**src/sv/lc_pkg.sv**
```systemverilog
`timescale 1ns / 1ps

package lc_pkg;

  localparam int MAX_TAPS_DEF     = 64;
  localparam int SAMPLE_WIDTH_DEF = 16;
  localparam int SAMPLE_WIDTH_MAX = 24;
  localparam int VALUE_WIDTH      = 16;
  localparam int TAP_INDEX_WIDTH  = 6;
  localparam int RESULT_WIDTH     = 40;
  localparam int TAPS_CFG_WIDTH   = 7;
  localparam int IN_TDATA_WIDTH   = 24;
  localparam int OUT_TDATA_WIDTH  = 40;

  localparam logic [TAPS_CFG_WIDTH-1:0] TAPS_RESET = 7'd16;

  localparam logic MODE_TAP    = 1'b0;
  localparam logic MODE_SAMPLE = 1'b1;

  typedef enum logic [1:0] {
    ST_IDLE,
    ST_RUN,
    ST_DRAIN,
    ST_EMIT
  } lc_state_e;

  typedef struct packed {
    logic kern_we;
    logic push_sample;
    logic push_zero;
    logic issue;
    logic first_tap;
    logic last_tap;
    logic load_out;
    logic final_flag;
    logic clear_line;
  } lc_cmd_t;

  typedef struct packed {
    logic sum_done;
    logic out_free;
  } lc_status_t;

endpackage

```
**src/sv/lc_datapath.sv**
```systemverilog
`timescale 1ns / 1ps

module lc_datapath #(
  parameter int MAX_TAPS     = lc_pkg::MAX_TAPS_DEF,
  parameter int SAMPLE_WIDTH = lc_pkg::SAMPLE_WIDTH_DEF,
  parameter int AW           = (MAX_TAPS > 1) ? $clog2(MAX_TAPS) : 1
) (
  input  logic                                  clk_i,
  input  logic                                  rst_ni,
  input  lc_pkg::lc_cmd_t                       cmd_i,
  input  logic [AW-1:0]                         tap_idx_i,
  input  logic [lc_pkg::VALUE_WIDTH-1:0]        value_i,
  input  logic [lc_pkg::TAP_INDEX_WIDTH-1:0]    tap_index_i,
  output lc_pkg::lc_status_t                    status_o,
  output logic [lc_pkg::OUT_TDATA_WIDTH-1:0]    m_axis_tdata_o,
  output logic                                  m_axis_tvalid_o,
  output logic                                  m_axis_tlast_o,
  input  logic                                  m_axis_tready_i
);
  import lc_pkg::*;

  localparam int PW = 2 * SAMPLE_WIDTH;

  logic [SAMPLE_WIDTH_MAX-1:0] val_ext;
  logic [SAMPLE_WIDTH-1:0]     sample;
  logic                        idx_ok;
  logic [AW-1:0]               kaddr;
  logic [AW-1:0]               wp_inc;
  logic [AW-1:0]               rp_dec;

  logic [SAMPLE_WIDTH-1:0] kern_mem [MAX_TAPS];
  logic [SAMPLE_WIDTH-1:0] line_mem [MAX_TAPS];
  logic [MAX_TAPS-1:0]     line_vld_q;

  logic [AW-1:0] wp_q, rp_q;

  logic                    s1_vld_q, s1_first_q, s1_last_q;
  logic [SAMPLE_WIDTH-1:0] kern_rd_q, line_rd_q;
  logic                    line_ok_q;

  logic                    s2_vld_q, s2_first_q, s2_last_q;
  logic signed [PW-1:0]    prod_q;

  logic signed [RESULT_WIDTH-1:0] acc_q;
  logic                           done_q;

  logic                           out_valid_q;
  logic [RESULT_WIDTH-1:0]        out_data_q;
  logic                           out_last_q;

  assign val_ext = SAMPLE_WIDTH_MAX'(value_i);
  assign sample  = val_ext[SAMPLE_WIDTH-1:0];
  assign idx_ok  = 32'(tap_index_i) < MAX_TAPS;
  assign kaddr   = AW'(tap_index_i);
  assign wp_inc  = (wp_q == AW'(MAX_TAPS - 1)) ? '0 : wp_q + 1'b1;
  assign rp_dec  = (rp_q == '0) ? AW'(MAX_TAPS - 1) : rp_q - 1'b1;

  always_ff @(posedge clk_i) begin
    if (cmd_i.kern_we && idx_ok) begin
      kern_mem[kaddr] <= sample;
    end
    kern_rd_q <= kern_mem[tap_idx_i];
  end

  always_ff @(posedge clk_i) begin
    if (cmd_i.push_sample) begin
      line_mem[wp_q] <= sample;
    end
    line_rd_q <= line_mem[rp_q];
    line_ok_q <= line_vld_q[rp_q];
  end

  always_ff @(posedge clk_i or negedge rst_ni) begin
    if (!rst_ni) begin
      line_vld_q <= '0;
    end else if (cmd_i.clear_line) begin
      line_vld_q <= '0;
    end else if (cmd_i.push_sample) begin
      line_vld_q[wp_q] <= 1'b1;
    end else if (cmd_i.push_zero) begin
      line_vld_q[wp_q] <= 1'b0;
    end
  end

  always_ff @(posedge clk_i or negedge rst_ni) begin
    if (!rst_ni) begin
      wp_q <= '0;
      rp_q <= '0;
    end else if (cmd_i.push_sample || cmd_i.push_zero) begin
      wp_q <= wp_inc;
      rp_q <= wp_q;
    end else if (cmd_i.issue) begin
      rp_q <= rp_dec;
    end
  end

  always_ff @(posedge clk_i or negedge rst_ni) begin
    if (!rst_ni) begin
      s1_vld_q   <= 1'b0;
      s1_first_q <= 1'b0;
      s1_last_q  <= 1'b0;
      s2_vld_q   <= 1'b0;
      s2_first_q <= 1'b0;
      s2_last_q  <= 1'b0;
      done_q     <= 1'b0;
    end else begin
      s1_vld_q   <= cmd_i.issue;
      s1_first_q <= cmd_i.first_tap;
      s1_last_q  <= cmd_i.last_tap;
      s2_vld_q   <= s1_vld_q;
      s2_first_q <= s1_first_q;
      s2_last_q  <= s1_last_q;
      done_q     <= s2_vld_q && s2_last_q;
    end
  end

  always_ff @(posedge clk_i) begin
    if (s1_vld_q) begin
      prod_q <= $signed(kern_rd_q) * $signed(line_ok_q ? line_rd_q : '0);
    end
    if (s2_vld_q) begin
      acc_q <= (s2_first_q ? '0 : acc_q) + RESULT_WIDTH'(prod_q);
    end
  end

  always_ff @(posedge clk_i or negedge rst_ni) begin
    if (!rst_ni) begin
      out_valid_q <= 1'b0;
    end else if (cmd_i.load_out) begin
      out_valid_q <= 1'b1;
    end else if (m_axis_tready_i) begin
      out_valid_q <= 1'b0;
    end
  end

  always_ff @(posedge clk_i) begin
    if (cmd_i.load_out) begin
      out_data_q <= acc_q;
      out_last_q <= cmd_i.final_flag;
    end
  end

  assign status_o.sum_done = done_q;
  assign status_o.out_free = !out_valid_q || m_axis_tready_i;

  assign m_axis_tdata_o  = OUT_TDATA_WIDTH'(out_data_q);
  assign m_axis_tvalid_o = out_valid_q;
  assign m_axis_tlast_o  = out_last_q;

  a_load_when_free: assert property (@(posedge clk_i) disable iff (!rst_ni)
    cmd_i.load_out |-> (!out_valid_q || m_axis_tready_i))
    else $error("result loaded over an untaken transfer");

  a_done_follows_last_tap: assert property (@(posedge clk_i) disable iff (!rst_ni)
    done_q |-> $past(cmd_i.issue && cmd_i.last_tap, 3))
    else $error("sum completed without a final tap issue");

endmodule

```
**src/sv/lc_controller.sv**
```systemverilog
`timescale 1ns / 1ps

module lc_controller #(
  parameter int MAX_TAPS = lc_pkg::MAX_TAPS_DEF,
  parameter int AW       = (MAX_TAPS > 1) ? $clog2(MAX_TAPS) : 1
) (
  input  logic                                clk_i,
  input  logic                                rst_ni,
  input  logic                                cfg_we_i,
  input  logic [lc_pkg::TAPS_CFG_WIDTH-1:0]   cfg_wdata_i,
  input  logic                                s_axis_tvalid_i,
  input  logic                                s_axis_tuser_i,
  input  logic                                s_axis_tlast_i,
  output logic                                s_axis_tready_o,
  output lc_pkg::lc_cmd_t                     cmd_o,
  output logic [AW-1:0]                       tap_idx_o,
  input  lc_pkg::lc_status_t                  status_i
);
  import lc_pkg::*;

  lc_state_e state_q, state_d;
  logic [TAPS_CFG_WIDTH-1:0] taps_q;
  logic [TAPS_CFG_WIDTH-1:0] active;
  logic [AW-1:0] j_q, j_d, k_q, k_d, last_idx_q, last_idx_d;
  logic          last_q, last_d;

  always_ff @(posedge clk_i or negedge rst_ni) begin
    if (!rst_ni) begin
      taps_q <= TAPS_RESET;
    end else if (cfg_we_i) begin
      taps_q <= cfg_wdata_i;
    end
  end

  assign active = (taps_q == '0) ? TAPS_CFG_WIDTH'(1) :
                  (taps_q > TAPS_CFG_WIDTH'(MAX_TAPS)) ? TAPS_CFG_WIDTH'(MAX_TAPS) : taps_q;

  always_ff @(posedge clk_i or negedge rst_ni) begin
    if (!rst_ni) begin
      state_q    <= ST_IDLE;
      j_q        <= '0;
      k_q        <= '0;
      last_idx_q <= '0;
      last_q     <= 1'b0;
    end else begin
      state_q    <= state_d;
      j_q        <= j_d;
      k_q        <= k_d;
      last_idx_q <= last_idx_d;
      last_q     <= last_d;
    end
  end

  always_comb begin
    state_d         = state_q;
    j_d             = j_q;
    k_d             = k_q;
    last_idx_d      = last_idx_q;
    last_d          = last_q;
    cmd_o           = '0;
    s_axis_tready_o = 1'b0;
    case (state_q)
      ST_IDLE: begin
        s_axis_tready_o = 1'b1;
        if (s_axis_tvalid_i) begin
          if (s_axis_tuser_i == MODE_SAMPLE) begin
            cmd_o.push_sample = 1'b1;
            j_d        = '0;
            k_d        = '0;
            last_d     = s_axis_tlast_i;
            last_idx_d = AW'(active - TAPS_CFG_WIDTH'(1));
            state_d    = ST_RUN;
          end else begin
            cmd_o.kern_we = 1'b1;
          end
        end
      end
      ST_RUN: begin
        cmd_o.issue     = 1'b1;
        cmd_o.first_tap = (j_q == '0);
        cmd_o.last_tap  = (j_q == last_idx_q);
        if (j_q == last_idx_q) begin
          state_d = ST_DRAIN;
        end else begin
          j_d = j_q + 1'b1;
        end
      end
      ST_DRAIN: begin
        if (status_i.sum_done) begin
          state_d = ST_EMIT;
        end
      end
      ST_EMIT: begin
        if (status_i.out_free) begin
          cmd_o.load_out   = 1'b1;
          cmd_o.final_flag = last_q && (k_q == last_idx_q);
          if (last_q && (k_q != last_idx_q)) begin
            cmd_o.push_zero = 1'b1;
            k_d     = k_q + 1'b1;
            j_d     = '0;
            state_d = ST_RUN;
          end else begin
            cmd_o.clear_line = last_q;
            state_d          = ST_IDLE;
          end
        end
      end
      default: begin
        state_d = ST_IDLE;
      end
    endcase
  end

  assign tap_idx_o = j_q;

  a_tap_in_range: assert property (@(posedge clk_i) disable iff (!rst_ni)
    (state_q == ST_RUN) |-> (j_q <= last_idx_q))
    else $error("tap counter beyond taps in use");

  a_flush_in_range: assert property (@(posedge clk_i) disable iff (!rst_ni)
    (state_q != ST_IDLE) |-> (k_q <= last_idx_q))
    else $error("flush counter beyond taps in use");

  a_sample_starts_run: assert property (@(posedge clk_i) disable iff (!rst_ni)
    (s_axis_tvalid_i && s_axis_tready_o && s_axis_tuser_i == MODE_SAMPLE)
      |=> (state_q == ST_RUN))
    else $error("sample transfer did not start a sum");

endmodule

```
**src/sv/linear_convolution.sv**
```systemverilog
`timescale 1ns / 1ps
// One shared MAC walks the taps of each sample; tap loads are written while the
// controller stays idle. A new item is taken once the previous item's last result
// sits in the output register.
// Reset: taps_in_use returns to 16 and the delay line clears; kernel taps are
// undefined until written.

module linear_convolution #(
  parameter int MAX_TAPS     = lc_pkg::MAX_TAPS_DEF,
  parameter int SAMPLE_WIDTH = lc_pkg::SAMPLE_WIDTH_DEF
) (
  input  logic                                clk_i,
  input  logic                                rst_ni,
  input  logic                                cfg_we_i,
  input  logic [lc_pkg::TAPS_CFG_WIDTH-1:0]   cfg_wdata_i,
  input  logic                                s_axis_tvalid_i,
  output logic                                s_axis_tready_o,
  // [15:0] value, [21:16] tap_index, [23:22] zero
  input  logic [lc_pkg::IN_TDATA_WIDTH-1:0]   s_axis_tdata_i,
  // [0] mode
  input  logic                                s_axis_tuser_i,
  input  logic                                s_axis_tlast_i,
  output logic                                m_axis_tvalid_o,
  input  logic                                m_axis_tready_i,
  // [39:0] result
  output logic [lc_pkg::OUT_TDATA_WIDTH-1:0]  m_axis_tdata_o,
  output logic                                m_axis_tlast_o
);
  import lc_pkg::*;

  localparam int AW = (MAX_TAPS > 1) ? $clog2(MAX_TAPS) : 1;

  lc_cmd_t    cmd;
  lc_status_t status;
  logic [AW-1:0] tap_idx;

  lc_controller #(
    .MAX_TAPS (MAX_TAPS),
    .AW       (AW)
  ) u_ctrl (
    .clk_i           (clk_i),
    .rst_ni          (rst_ni),
    .cfg_we_i        (cfg_we_i),
    .cfg_wdata_i     (cfg_wdata_i),
    .s_axis_tvalid_i (s_axis_tvalid_i),
    .s_axis_tuser_i  (s_axis_tuser_i),
    .s_axis_tlast_i  (s_axis_tlast_i),
    .s_axis_tready_o (s_axis_tready_o),
    .cmd_o           (cmd),
    .tap_idx_o       (tap_idx),
    .status_i        (status)
  );

  lc_datapath #(
    .MAX_TAPS     (MAX_TAPS),
    .SAMPLE_WIDTH (SAMPLE_WIDTH),
    .AW           (AW)
  ) u_dp (
    .clk_i           (clk_i),
    .rst_ni          (rst_ni),
    .cmd_i           (cmd),
    .tap_idx_i       (tap_idx),
    .value_i         (s_axis_tdata_i[VALUE_WIDTH-1:0]),
    .tap_index_i     (s_axis_tdata_i[VALUE_WIDTH+TAP_INDEX_WIDTH-1:VALUE_WIDTH]),
    .status_o        (status),
    .m_axis_tdata_o  (m_axis_tdata_o),
    .m_axis_tvalid_o (m_axis_tvalid_o),
    .m_axis_tlast_o  (m_axis_tlast_o),
    .m_axis_tready_i (m_axis_tready_i)
  );

endmodule

```
**config.mk**
```make
export PLATFORM = sky130hd
export DESIGN_NAME = linear_convolution
export DESIGN_NICKNAME = d
export VERILOG_FILES = /design/src/sv/lc_pkg.sv /design/src/sv/lc_datapath.sv /design/src/sv/lc_controller.sv /design/src/sv/linear_convolution.sv
export SDC_FILE = /design/constraint.sdc
export NUM_CORES = 2
export LEC_CHECK = 0
export ABC_AREA = 1
export BUFFER_PORTS_ARGS = -buffer_cell sky130_fd_sc_hd__buf_2
export CAP_MARGIN = 5
export CORE_ASPECT_RATIO = 1.4
export CORE_MARGIN = 2
export CORE_UTILIZATION = 40
export DETAILED_ROUTE_END_ITERATION = 10
export SLEW_MARGIN = 20
export SYNTH_ARGS = -nofsm -noshare
export SYNTH_HDL_FRONTEND = slang
export SYNTH_SLANG_ARGS = --single-unit
```
**constraint.sdc**
```tcl
create_clock -name clk_i -period 8.6 [get_ports clk_i]
set_input_delay 0.86 -clock clk_i [delete_from_list [all_inputs] [get_ports clk_i]]
set_output_delay 0.86 -clock clk_i [all_outputs]
set_load 0.01 [all_outputs]
```
==> Word level (Yosys, flattened, before mapping) <==
Memory sizes are Yosys's and may differ from the RTL's. A register that Yosys moved wholly into a read port is not among the register bits.
Index checks and enable logic that the tools add are counted.
{ "classes": {"muxes": 49, "n_reduce_logical": 21, "mul": 1, "order_cmp": 4, "bitwise": 3, "addsub": 6, "eq_ne": 14} }
{ "op_table": {"columns": ["operator", "n"], "rows": [
  ["64-bit two-way mux", 3],
  ["6-bit two-way mux", 13],
  ["64-bit AND", 1],
  ["64-bit NOT", 1],
  ["64-bit bitwise OR", 1],
  ["40-bit adder", 1],
  ["40-bit two-way mux", 1],
  ["16-bit by 16-bit multiplier with 32-bit output", 1],
  ["6-bit by 1-bit adder with 6-bit output (second input constant)", 3],
  ["6-bit one-hot mux with 3 select lines", 1],
  ["1-bit two-way mux", 16],
  ["16-bit two-way mux", 1],
  ["6-bit by 7-bit < comparator with 1-bit output (second input constant)", 2],
  ["2-bit two-way mux", 7],
  ["6-bit == test", 2],
  ["6-bit logical NOT", 2],
  ["6-bit one-hot mux with 2 select lines", 1],
  ["6-bit by 1-bit subtractor with 6-bit output (second input constant)", 2],
  ["5-bit AND reduction", 2],
  ["3-bit two-way mux", 3],
  ["2-bit inequality test (second input constant)", 4],
  ["2-bit one-hot mux with 4 select lines", 1],
  ["7-bit > comparator (second input constant)", 1],
  ["7-bit logical NOT", 1],
  ["other kinds (17)", 27]
]} }
{ "totals": {"mem_bits_rw": 2048, "reg_bits": 226, "n_memories": 2} }
{ "mem_list": {"columns": ["name", "words", "width", "rd", "rd_clocked_by_memory_dff", "wr", "line", "source"], "rows": [
  ["u_dp.kern_mem", 64, 16, 1, 1, 1, "lc_datapath.sv:31", "logic [SAMPLE_WIDTH-1:0] kern_mem [MAX_TAPS];"],
  ["u_dp.line_mem", 64, 16, 1, 1, 1, "lc_datapath.sv:32", "logic [SAMPLE_WIDTH-1:0] line_mem [MAX_TAPS];"]
]} }

==> Longest topological paths before layout <==
{ "depth": {"word_depth": 9, "ltp_mapped": 29, "mapped_depth_nobuf": 26} }

==> By module <==
From an unflattened synthesis, not the netlist that was laid out.
{ "hier_totals": {"cells_unflattened": 10159, "hier_area_um2": 106911.3} }
{ "by_module_without_submodules": {"columns": ["mod", "area_each_um2", "n_inst", "cells_per_inst", "seq_area_each_um2"], "rows": [
  ["lc_datapath", 105060.8, 1, 9908, 67654.9],
  ["lc_controller", 1850.5, 1, 251, 701.9]
]} }

==> Least setup slack after synthesis <==
Ideal clock, no wire load.
{ "synth_path": {"path_type": "register to register", "startpoint": "register u_dp.line_ok_q", "endpoint": "register u_dp.prod_q[24] (data pin)", "t_arrival_ns": 5.794, "path_stages_with_launch": 22, "setup_slack_ns": 2.553, "cell_sequence": "dfxtp_1 -> clkbuf_1 -> clkbuf_1 -> nand2_1 -> nor2_1 -> fa_1 -> fa_1 -> inv_1 -> fa_1 -> fa_1 -> fa_1 -> fa_1 -> inv_1 -> ha_1 -> nand2_1 -> nor2_1 -> nand2_1 -> inv_1 -> nand3_1 -> or2_2 -> nand4_1 -> nand2_1"} }
{ "synth_via": {"elab_chain_len": 2} }
{ "synth_lines": {"columns": ["element", "line", "source"], "rows": [
  ["start: declaration", "lc_datapath.sv:39", "logic line_ok_q;"],
  ["start signal: assignment", "lc_datapath.sv:70", "line_ok_q <= line_vld_q[rp_q];"],
  ["16-bit two-way mux", "lc_datapath.sv:119", "prod_q <= $signed(kern_rd_q) * $signed(line_ok_q ? line_rd_q : '0);"],
  ["16-bit by 16-bit multiplier with 32-bit output", "lc_datapath.sv:119", null],
  ["end signal: assignment", "lc_datapath.sv:119", null],
  ["end: declaration", "lc_datapath.sv:42", "logic signed [PW-1:0] prod_q;"]
]} }
No other way between the ends.
A chain may end at the register's enable or synchronous reset.

==> Worst setup path after layout <==
Same ends and word-level chain as after synthesis.

==> qor.csv <==
stage,metric,value,unit
route,routedWlPerCell,21.79,µm
timing,fmax,148.8,MHz
synth,synth_top_area_frac,0.6059,
floorplan,die_y,616.3,µm
synth,synth.most_common_cell,nand2_1,
synth,ys.warnings.count,0,
power,p_per_area,190.1,nW/µm²
clock_tree,clk_pin_slew,0.08,ns
route,ant_nets,0,
floorplan,coreArea,266300,µm²
clock_tree,cts_tree,built,
synth,synth_edf_count,2161,
finish,syn2layout_area_growth,10.94,%
finish,drive_above_1_share,0.06237,
floorplan,num_rows,224,
route,viasPerCell,5.280,
placement,gp_congestion,0.9323,
clock_tree,clkLatencyLatePin,0.92,ns
worst_setup_path,r2r_cells,21,
worst_setup_path,end_kind,flip-flop,
timing,finalCritPeriodShare,0.7813,
worst_setup_path,crit_required,9.24,ns
power,power_leakage,46.64,nW
clock_tree,ctsRootBufferMaster,clkbuf_16,
worst_setup_path,startpoint_type,flip-flop,
global_routing,grt_overflow_total,0,
worst_setup_path,cp.arrival,7.36,ns
floorplan,dieArea,272000,µm²
global_routing,grt_pass1_wl,452.1,mm
timing,hold_viol_final,0,
timing,slew_viol_final,0,
finish,final_nets,10671,
global_routing,grt_pass1_vias,72271,
route,dr_total_vias,73561,
placement,dp_hpwl,183.2,mm
clock_tree,cts_setup_buffers,0,
power,p_total,22.59,mW
synth,synthTopCellsByArea,"edfxtp_1 61%, nand2_1 9.2%, nor2_1 5.4%, fa_1 4.9%, nand3_1 4.1%",
clock_tree,htree_levels,4,
clock_tree,cts_resized,0,
synth,syn_inst,10276,
floorplan,io_pins,81,
synth,synth_top_flop_cell,edfxtp_1,
timing,rsz0062_at_grt,false,
global_routing,grt_max_degree,243,
synth,ys_ff_latch,2306,
placement,port_buffers,78,
timing,period_needed,6.719,ns
global_routing,antenna_found_initial,11,
synth,syn_avg_cell_area,10.42,µm²
timing,worstMarginPinSlew,1.122,ns
synth,yosysSeqAreaShare,0.6382,
timing,relSlewSlack,0.2519,
run_status,status,"finished, final reports clean",
worst_setup_path,criticalPathCategory,flip-flop to flip-flop,
synth,synth.distinct_cells,42,
hold_path,holdCritPathClass,input pin to flip-flop,
power,ir_drop,0.1688,mV
synth,async_flop_share,0.04857,
synth,synthTopCellsByCount,"2616 x nand2_1, 2161 x edfxtp_1, 1538 x nor2_1, 868 x nand3_1, 816 x inv_1",
synth,synth_top_cell_by_area,edfxtp_1,
timing,setup_violations,0,
floorplan,initial_core_util,0.4023,
route,drc_errors,0,
synth,netlist_area,107100,µm²
run,cap_violations,0,
clock_tree,clockBufferDepth,4,
route,wl,303.6,mm
timing,fin_setup_tns,0,ns
floorplan,dieWidth,441.3,µm
worst_setup_path,cp_max_fo,16,
synth,synth_fp_nets,10709,
route,dr.pass1.iters,8,
global_routing,grt_usage,0.2194,
route,drt_iter0_drc,7217,
clock_tree,ctsHoldBuffers,1,
hold_path,holdPathStages,3,
timing,skew,0.08695,ns
clock_tree,numCtsBuffers,226,
clock_tree,cts.sinks,2306,
metal layers:
metal	vias up	part of all wire	routed length, µm	global-route usage
met5	-	0.00014	44	0
met4	8	0.048	14560	0.09814
met3	573	0.057	17370	0.02520
met2	2487	0.50	151700	0.3799
met1	36320	0.39	119900	0.2747
li1	34173	-	-	-
critical path: stages, from the launching register on:
cell     delay (ns)
dfxtp_1        0.62
nand2_1        0.51
nor2_1         0.33
inv_1          0.14
fa_1           0.56
inv_1          0.07
fa_1           0.68
inv_1          0.18
fa_1           0.52
fa_1           0.57
fa_1           0.43
fa_1           0.49
inv_1          0.04
ha_1           0.38
nand2_1        0.13
nor2_1         0.23
nand2_1        0.08
inv_1          0.08
nand3_1        0.06
or2_2          0.29
nand4_1        0.08
nand2_1        0.06
layout by cell type (no fill, tap or decap), drive strengths merged, types with 56 or more instances in the layout:
cell / n
a21oi: 210
buf: 246
clkbuf: 262
clkinv: 103
dfrtp: 111
edfxtp: 2161
fa: 263
ha: 132
inv: 832
nand2: 2617
nand3: 869
nand4: 56
nor2: 1540
o21ai: 718
stage by stage:
stage               cells  hold WS, ns  worst slack (ns)  utilization  area (µm²)
floorplan           10276       0.3312             2.553            -      107100
global placement    13511       0.3369             1.844       0.4181      111300
detailed placement  13511       0.3395             1.866       0.4181      111300
CTS                 13923       0.1523             1.915       0.4461      118800
global route        13927       0.1911             1.512       0.4462      118800
finish              13932       0.2087             1.881       0.4463      118800
registers in the layout (all words and copies together) (netlist names), 2 cells and up:
| signal | count |
|---|---|
| u_ctrl.taps_q | 7 |
| u_dp.acc_q | 40 |
| u_ctrl.k_q | 6 |
| u_dp.wp_q | 6 |
| u_ctrl.tap_idx_o | 6 |
| u_dp.line_mem | 1024 |
| u_dp.prod_q | 32 |
| u_dp.line_vld_q | 64 |
| u_dp.rp_q | 6 |
| u_dp.kern_mem | 1024 |
| u_dp.line_rd_q | 16 |
| u_ctrl.state_q | 2 |
| u_dp.kern_rd_q | 16 |
| u_dp.m_axis_tdata_o | 40 |
| u_ctrl.last_idx_q | 6 |
final timing paths:
check                                          startpoint                           end  slack, ns
worst max register to register     u_dp.line_ok_q$_DFF_P_     u_dp.prod_q[24]$_DFFE_PP_       1.88
max in group asynchronous                          rst_ni      u_dp.rp_q[0]$_DFFE_PN0P_       6.91
worst min-delay path                       cfg_wdata_i[2]  u_ctrl.taps_q[2]$_DFFE_PN0P_       0.21
min in group asynchronous                          rst_ni  u_ctrl.taps_q[1]$_DFFE_PN0P_       0.44
worst min register to register  u_dp.s1_first_q$_DFF_PN0_     u_dp.s2_first_q$_DFF_PN0_       0.38
worst max-delay path               u_dp.line_ok_q$_DFF_P_     u_dp.prod_q[24]$_DFFE_PP_       1.88
cells by family (layout without fill, tap and decap cells):
| family | Yosys count | after routing | share of synthesized area |
|---|---|---|---|
| AOI/OAI and AO/OA | 1029 | 1029 | 0.04983 |
| xor gates and xnor gates | 57 | 57 | 0.004661 |
| adders and majority gates | 395 | 395 | 0.06458 |
| buffers and inverters | 1352 | 1497 | 0.05009 |
| DFF | 2306 | 2306 | 0.6382 |
| muxes | 1 | 1 | 0.0001051 |
| other | 0 | 8 | 0 |
| and+or+nand+nor | 5136 | 5136 | 0.1925 |
report_power, final:
part	internal, mW	total, mW	switching (mW)
logic	0.0241	0.254	0.230
clock network	5.78	10.1	4.29
registers	12.3	12.3	0.00391
area by class of cell:
cell class	instances	area, µm²
Antenna cell	8	20.02
Clock inverter	149	1605
Fill cell	24575	147400
Tap cell	3503	4383
Timing Repair Buffer	247	1851
Inverter	839	3182
Sequential cell	2306	68380
Multi-Input combinational cell	6618	33570
Clock buffer	262	5833
(Power assumes the default switching activity.)
